===== config.mk =====
export PLATFORM = sky130hd
export DESIGN_NAME = sorted_list_insert_delete
export DESIGN_NICKNAME = d
export VERILOG_FILES = /design/src/hw/rtl/sli_pkg.sv /design/src/hw/rtl/sli_ctrl.sv /design/src/hw/rtl/sli_dp.sv /design/src/hw/rtl/sorted_list_insert_delete.sv
export SDC_FILE = /design/constraint.sdc
export NUM_CORES = 2
export LEC_CHECK = 0
export ABC_AREA = 1
export BUFFER_PORTS_ARGS = -buffer_cell sky130_fd_sc_hd__buf_2
export CAP_MARGIN = 20
export CORE_MARGIN = 2
export CORE_UTILIZATION = 45
export CTS_BUF_LIST = sky130_fd_sc_hd__clkbuf_16
export CTS_CLUSTER_SIZE = 24
export DETAILED_ROUTE_END_ITERATION = 12
export SYNTH_ARGS = -nofsm -noshare
export SYNTH_HDL_FRONTEND = slang
export SYNTH_SLANG_ARGS = --single-unit

===== constraint.sdc =====
create_clock -name i_clk -period 6.15 [get_ports i_clk]
set_input_delay 1.5375 -clock i_clk [delete_from_list [all_inputs] [get_ports i_clk]]
set_output_delay 1.5375 -clock i_clk [all_outputs]
set_load 0.01 [all_outputs]

===== src/hw/rtl/sli_pkg.sv =====
`default_nettype none
// ----------------------------------------------------------------------------
// Sorted list package
// Types, constants and codes shared by the sorted list controller, datapath
// and top level.
// ----------------------------------------------------------------------------
package sli_pkg;

    localparam int CAPACITY   = 16;
    localparam int CNT_W      = $clog2(CAPACITY + 1);
    localparam int VALUE_W    = 32;
    localparam int STATUS_W   = 2;
    localparam int RSP_CNT_W  = 5;

    localparam logic REQ_INSERT = 1'b0;
    localparam logic REQ_DELETE = 1'b1;

    localparam logic [STATUS_W-1:0] ST_DONE     = 2'd0;
    localparam logic [STATUS_W-1:0] ST_NO_MATCH = 2'd1;
    localparam logic [STATUS_W-1:0] ST_FULL     = 2'd2;

    typedef struct packed {
        logic                      req_type;
        logic signed [VALUE_W-1:0] value;
    } t_req;

    typedef struct packed {
        logic [STATUS_W-1:0]  status;
        logic [RSP_CNT_W-1:0] count;
    } t_rsp;

    typedef enum logic {
        S_IDLE,
        S_APPLY
    } t_state;

    typedef struct packed {
        logic capture;
        logic apply;
    } t_cmd;

    typedef struct packed {
        logic out_blocked;
    } t_sts;

endpackage : sli_pkg
`default_nettype wire


===== src/hw/rtl/sli_ctrl.sv =====
`default_nettype none
// ----------------------------------------------------------------------------
// Sorted list controller
// Two-state sequencer: captures a request with its compare flags, then
// applies the table update once the result register can take the result.
// ----------------------------------------------------------------------------
module sli_ctrl import sli_pkg::*; (
    input  wire logic i_clk,
    input  wire logic i_rst_n,
    input  wire logic i_valid,
    output logic      o_stall,
    input  wire t_sts i_sts,
    output t_cmd      o_cmd
);

    t_state r_state;
    t_state n_state;

    always_ff @(posedge i_clk) begin
        if (!i_rst_n) begin
            r_state <= S_IDLE;
        end else begin
            r_state <= n_state;
        end
    end

    always_comb begin
        n_state = r_state;
        case (r_state)
            S_IDLE: begin
                if (i_valid) begin
                    n_state = S_APPLY;
                end
            end
            S_APPLY: begin
                if (!i_sts.out_blocked) begin
                    n_state = S_IDLE;
                end
            end
            default: begin
                n_state = S_IDLE;
            end
        endcase
    end

    always_comb begin
        o_stall       = 1'b1;
        o_cmd.capture = 1'b0;
        o_cmd.apply   = 1'b0;
        case (r_state)
            S_IDLE: begin
                o_stall       = 1'b0;
                o_cmd.capture = i_valid;
            end
            S_APPLY: begin
                o_cmd.apply = !i_sts.out_blocked;
            end
            default: begin
                o_stall = 1'b1;
            end
        endcase
    end

endmodule : sli_ctrl
`default_nettype wire


===== src/hw/rtl/sli_dp.sv =====
`default_nettype none
// ----------------------------------------------------------------------------
// Sorted list datapath
// Shift-register table with one comparator pair per entry, registered
// compare flags, the entry count and the result register.
// ----------------------------------------------------------------------------
module sli_dp import sli_pkg::*; (
    input  wire logic i_clk,
    input  wire logic i_rst_n,
    input  wire t_req i_req,
    input  wire t_cmd i_cmd,
    input  wire logic i_stall,
    output t_sts      o_sts,
    output logic      o_valid,
    output t_rsp      o_rsp
);

    logic [VALUE_W-1:0]  r_vals [CAPACITY];
    logic [VALUE_W-1:0]  n_vals [CAPACITY];
    logic [VALUE_W-1:0]  up_src [CAPACITY];
    logic [VALUE_W-1:0]  dn_src [CAPACITY];
    logic [CAPACITY-1:0] r_ge;
    logic [CAPACITY-1:0] n_ge;
    logic [CAPACITY-1:0] r_eq;
    logic [CAPACITY-1:0] n_eq;
    logic [CNT_W-1:0]    r_count;
    logic [CNT_W-1:0]    n_count;
    logic                r_type;
    logic [VALUE_W-1:0]  r_value;
    logic                r_out_valid;
    t_rsp                r_rsp;
    t_rsp                n_rsp;
    logic                full;
    logic                found;
    logic                do_up;
    logic                do_down;

    always_comb begin
        full    = (r_count == CNT_W'(CAPACITY));
        found   = |r_eq;
        do_up   = (r_type == REQ_INSERT) && !full;
        do_down = (r_type == REQ_DELETE) && found;
        n_count = r_count;
        n_rsp.status = ST_DONE;
        if (r_type == REQ_INSERT) begin
            if (full) begin
                n_rsp.status = ST_FULL;
            end else begin
                n_count = r_count + CNT_W'(1);
            end
        end else begin
            if (found) begin
                n_count = r_count - CNT_W'(1);
            end else begin
                n_rsp.status = ST_NO_MATCH;
            end
        end
        n_rsp.count = RSP_CNT_W'(n_count);
    end

    // Entries at or above the count report greater-or-equal, so the flags
    // form a single rising step that marks the insert or delete position.
    for (genvar g = 0; g < CAPACITY; g++) begin : g_cell
        assign n_ge[g] = (CNT_W'(g) >= r_count) ||
                         ($signed(i_req.value) <= $signed(r_vals[g]));
        assign n_eq[g] = (CNT_W'(g) < r_count) && (i_req.value == r_vals[g]);

        if (g == 0) begin : g_first
            assign up_src[g] = r_value;
        end else begin : g_rest
            assign up_src[g] = r_ge[g-1] ? r_vals[g-1] : r_value;
        end

        if (g == CAPACITY - 1) begin : g_last
            assign dn_src[g] = r_vals[g];
        end else begin : g_inner
            assign dn_src[g] = r_vals[g+1];
        end

        assign n_vals[g] = (do_up && r_ge[g])   ? up_src[g] :
                           (do_down && r_ge[g]) ? dn_src[g] : r_vals[g];

        always_ff @(posedge i_clk) begin
            if (i_cmd.apply) begin
                r_vals[g] <= n_vals[g];
            end
        end
    end

    always_ff @(posedge i_clk) begin
        if (!i_rst_n) begin
            r_count     <= '0;
            r_out_valid <= 1'b0;
        end else begin
            if (i_cmd.apply) begin
                r_count     <= n_count;
                r_out_valid <= 1'b1;
            end else if (!i_stall) begin
                r_out_valid <= 1'b0;
            end
        end
    end

    always_ff @(posedge i_clk) begin
        if (i_cmd.capture) begin
            r_type  <= i_req.req_type;
            r_value <= i_req.value;
            r_ge    <= n_ge;
            r_eq    <= n_eq;
        end
        if (i_cmd.apply) begin
            r_rsp <= n_rsp;
        end
    end

    assign o_sts.out_blocked = r_out_valid && i_stall;
    assign o_valid           = r_out_valid;
    assign o_rsp             = r_rsp;

endmodule : sli_dp
`default_nettype wire


===== src/hw/rtl/sorted_list_insert_delete.sv =====
`default_nettype none
// ----------------------------------------------------------------------------
// Sorted list insert and delete: a request and its compare flags are registered, then the table shift
// and result register update follow once the result register is free; new requests stall until done.
// Synchronous active-low reset empties the list; stored values are not cleared.
// ----------------------------------------------------------------------------
module sorted_list_insert_delete import sli_pkg::*; (
    input  wire logic i_clk,
    input  wire logic i_rst_n,
    input  wire logic i_valid,
    output logic      o_stall,
    input  wire t_req i_req,
    output logic      o_valid,
    input  wire logic i_stall,
    output t_rsp      o_rsp
);

    t_cmd cmd;
    t_sts sts;

    sli_ctrl u_ctrl (
        .i_clk   (i_clk),
        .i_rst_n (i_rst_n),
        .i_valid (i_valid),
        .o_stall (o_stall),
        .i_sts   (sts),
        .o_cmd   (cmd)
    );

    sli_dp u_dp (
        .i_clk   (i_clk),
        .i_rst_n (i_rst_n),
        .i_req   (i_req),
        .i_cmd   (cmd),
        .i_stall (i_stall),
        .o_sts   (sts),
        .o_valid (o_valid),
        .o_rsp   (o_rsp)
    );

endmodule : sorted_list_insert_delete
`default_nettype wire


After elaboration in Yosys (flattened, before gate mapping):

Memories as Yosys holds them, arrays and structs flattened.
Cells that the tools add are included.

* bits in registers: 79
* bits in writable memories: 512
* output and inout bits: 9
* word-level logic and storage cells: 211
* memories kept: 1

* $add $sub $neg: 2
* $lt $le $gt $ge: 48
* eq/ne operators: 18
* mux-type cells: 62
* bitwise gates (word level): 2
* reductions and logical operators: 69

Memories
* u_dp.r_vals: words 16, bits a word 32, rd ports 16, clocked after Yosys merged registers in 0, wr ports 16, line sli_dp.sv:18 `logic [VALUE_W-1:0] r_vals [CAPACITY];`

Operators by type and width (number)
* two-way mux 32 bit: 46
* equality test 32 bit: 16
* less-or-equal comparator 32 bit: 16
* logical AND 1 bit: 50
* >= comparator 4 x 5 -> 1 bit (first input constant): 8
* < comparator 4 x 5 -> 1 bit (first input constant): 8
* >= comparator 3 x 5 -> 1 bit (first input constant): 4
* < comparator 3 x 5 -> 1 bit (first input constant): 4
* logical OR 1 bit: 16
* OR reduction 16 bit: 1
* two-way mux 5 bit: 3
* >= comparator 1 x 5 -> 1 bit (first input constant): 2
* >= comparator 2 x 5 -> 1 bit (first input constant): 2
* < comparator 1 x 5 -> 1 bit (first input constant): 2
* < comparator 2 x 5 -> 1 bit (first input constant): 2
* two-way mux 1 bit: 10
* adder 5 x 1 -> 5 bit (second input constant): 1
* equality test 5 bit (second input constant): 1
* subtractor 5 x 1 -> 5 bit (second input constant): 1
* two-way mux 2 bit: 2
* logical NOT 1 bit: 2
* inequality test 2 x 1 -> 1 bit (second input constant): 1
* NOT 1 bit: 2
* one-hot mux 1 bit (2 select lines): 1

Logic depth before layout (Yosys ltp):

* depth after elaboration: 5
* depth in mapped cells: 16

Modules after synthesis:

A second synthesis with hierarchy kept.

* cells, all modules: 4815
* area, all modules: 41452.3 um^2

By module, submodules not included
* sli_dp: times used 1, cells an instance 4806, area an instance 41399.7 um^2, sequential area each 17656.9 um^2
* sli_ctrl: times used 1, cells an instance 9, area an instance 52.6 um^2, sequential area each 20.0 um^2

Least setup slack after synthesis:

No wires, ideal clock.

* kind: input to register
* from: in i_valid
* to: reg u_dp.r_eq[0], enable pin
* data arrival time: 4322 ps
* path slack: 1337 ps
* cell stages on the path: 2
* buffers on the path: 0
* cells stage by stage: inv_1 > nor2_1

RTL lines
* start: declaration: line sorted_list_insert_delete.sv:10 `input wire logic i_valid,`
* end signal: assignment: line sli_dp.sv:109 `r_eq <= n_eq;`
* end: declaration: line sli_dp.sv:24 `logic [CAPACITY-1:0] r_eq;`

==> results.py <==
metrics = {
    "routing": {
        "drtIter0Drc": 3718,
        "drc": 0,
        "first_pass_iters": 5,
        "via_per_inst": 5.80,
        "routed_wl_um": 144000,
        "antenna_left": 0,
        "vias": 35000,
        "wl_per_cell_um": 23.8,
    },
    "power_and_ir_drop": {
        "ir_drop_mv": 0.204,
        "power_mw": 11.5,
        "p_leak_nw": 20.2,
        "p_per_area_mw_per_mm2": 254,
    },
    "cells_and_area": {
        "mostFrequentLayoutCell": "nand2_1",
        "nets": 5279,
        "diodes": 0,
        "area_growth_pct": 7.60,
        "drive_above_1_share_pct": 5.29,
        "mostFrequentLayoutCells": "nand2_1 (1082), inv_1 (721), edfxtp_1 (584), ha_1 (517), o211ai_1 (424)",
    },
    "grt": {
        "grt_pass1_wl_um": 211000,
        "grt_pass1_vias": 32700,
        "grt_start_max_net_pins": 65,
        "overflow": 0,
        "antenna_found_initial": 1,
        "grt_usage_pct": 29.9,
    },
    "die": {
        "std_cell_rows": 111,
        "io_pins": 46,
        "fp.dieH_um": 309,
        "dieArea_mm2": 0.0957,
        "fp.dieW_um": 309,
        "initial_core_util_pct": 45.5,
        "core_mm2": 0.0921,
    },
    "sta": {
        "final.period_utilization_pct": 65.4,
        "worst_pin_slew_ns": 1.13,
        "finalSetupViolCount": 0,
        "hold_viol": 0,
        "rsz0062_at_grt": "no",
        "min_period_ns": 4.02,
        "clock.fmax_mhz": 248,
        "skew_ns": 0.0194,
        "finalMaxSlewViolations": 0,
        "setup-tns-final_ns": 0,
        "relSlewSlack_pct": 24.0,
    },
    "flow_run": {
        "maxCapViolations": 0,
    },
    "run_status": {
        "status": "finished clean",
    },
    "cts": {
        "post-cts-setup-buffer-count": 0,
        "post_cts_resized": 0,
        "cts_root_buffer": "clkbuf_16",
        "clk_pin_slew_worst_paths_ns": 0.06,
        "cts_htree_levels": 3,
        "cts_made_buffers": 72,
        "tritoncts": "built",
        "holdBufCountCts": 0,
        "clock_insertion_delay_worst_skew_ns": 0.65,
        "clock_path_buffers": 3,
        "cts_sinks": 591,
    },
    "place": {
        "gpl.final_weighted_congestion": 0.924,
        "port_buffers": 45,
        "post-dp-hpwl_um": 97800,
    },
    "logic_synthesis": {
        "ys_seq_area_share_pct": 42.1,
        "ys_ff_latch": 591,
        "syn_avg_cell_area_um2": 8.73,
        "synth_flop_cell": "edfxtp_1",
        "syn_area_mm2": 0.0419,
        "synth_cells": 4805,
        "ys_warn_count": 0,
        "ys_types": 40,
        "synth-edff-count": 584,
        "synth_nets": 5359,
        "synth-async-reset-ratio_pct": 0,
    },
    "worst_setup_path": {
        "crit_chain": "inv_1, ha_1, nand3_2, nand2_4, nand2_2, nand2_2, nor2_4, buf_4",
        "crit_top_cell": "nand2_2",
        "slowest_delay_ns": 1.05,
        "cp_max_fo": 24,
        "worstSetupStartpointType": "register",
        "required_ns": 6.49,
        "crit_path_top_delay_cell": "nor2_4",
        "end_kind": "register",
        "critPathArrivalTime_ns": 4.36,
        "path_class": "reg2reg",
    },
    "worst_hold_path": {
        "hold_path.class": "reg2reg",
    },
}
sequential cells by signal, summed over array words and instances, names as in the netlist:
register and cells:
u_dp.o_rsp 7, u_dp.r_vals 512, u_dp.r_ge 16, u_dp.r_type 1, u_dp.o_valid 1, u_dp.r_count 5
u_ctrl.r_state 1, u_dp.r_value 32, u_dp.r_eq 16
metrics by stage:
stage	area, µm²	cells	hold WS (ns)	setup WS [ns]	utilization (%)
2_1_floorplan	41900	4805	0.498	1.34	-
3_3_place_gp	42900	5893	0.490	1.68	46.6
3_5_place_dp	42900	5894	0.490	1.76	46.6
4_1_cts	45100	6024	0.502	2.16	49.0
5_1_grt	45100	6024	0.532	1.97	49.0
6_report	45100	6024	0.503	2.13	49.0
worst paths after layout:
path                                                   start                           to  slack (ns)  depth (start not counted)
worst min register to register     u_dp.o_valid$_SDFFE_PN0P_    u_dp.o_valid$_SDFFE_PN0P_        0.50                          2
worst max register to register  u_dp.r_count[1]$_SDFFE_PN0P_  u_dp.r_vals[8][0]$_DFFE_PP_        2.13                          8
worst max-delay path            u_dp.r_count[1]$_SDFFE_PN0P_  u_dp.r_vals[8][0]$_DFFE_PP_        2.13                          8
worst min-delay path               u_dp.o_valid$_SDFFE_PN0P_    u_dp.o_valid$_SDFFE_PN0P_        0.50                          2
kinds of logic after synthesis:
kind of cell    share of synthesized area, %
fa+ha+maj                               15.4
xor+xnor                              0.0835
simple gates                            13.9
flops                                   42.1
buf+inv                                 9.23
compound gates                          19.2
worst max-delay path, delay by kind of cell, from the launching register on:
kind                     cells  cell delay (ns)
adder cells (fa/ha/maj)      1             0.25
buffers and inverters        2             0.54
flip-flops                   1             0.50
AND/OR/NAND/NOR              5             2.38
per-layer routing:
metal  vias to the layer above  wire length (µm)  GRT usage, %
met5                         -                 0             0
met4                         0              7090          13.3
met3                       323             11100          4.99
met2                      1401             64800          48.0
met1                     16600             60600          39.8
li1                      16600                 -             -
final cells by class:
class                      instances  area, µm²
timing repair buffer              79        478
fill                            8783      47000
multi-input combinational       3279      20500
clock buffer                      77       1930
sequential                       591      17700
inverter                         702       2640
tap                             1243       1560
clock inverter                    53        329
power by group:
part	switching, mW	leakage, nW	internal (mW)
logic	1.61	13.5	0.669
registers	0.168	5.46	4.79
clock network	1.82	1.19	2.41
total	3.61	20.2	7.87
synth_stat cells (14+ instances only):
master / count / area share [%]
nor3_1: 20 / 0.24
nor2_1: 195 / 1.7
clkbuf_1: 113 / 1.0
edfxtp_1: 584 / 42
a21oi_1: 261 / 3.1
nand2_1: 1082 / 9.7
buf_1: 34 / 0.30
inv_1: 701 / 6.3
o21ai_0: 268 / 3.2
nor2_8: 14 / 0.67
buf_6: 34 / 0.91
o211ai_1: 424 / 7.6
nand4_1: 36 / 0.54
o21ai_1: 292 / 3.5
o21ai_2: 28 / 0.58
ha_1: 517 / 15
o21a_1: 44 / 0.79
buf_2: 43 / 0.51
nand3_1: 55 / 0.66
No activity file was read; power rests on OpenSTA's default activity.
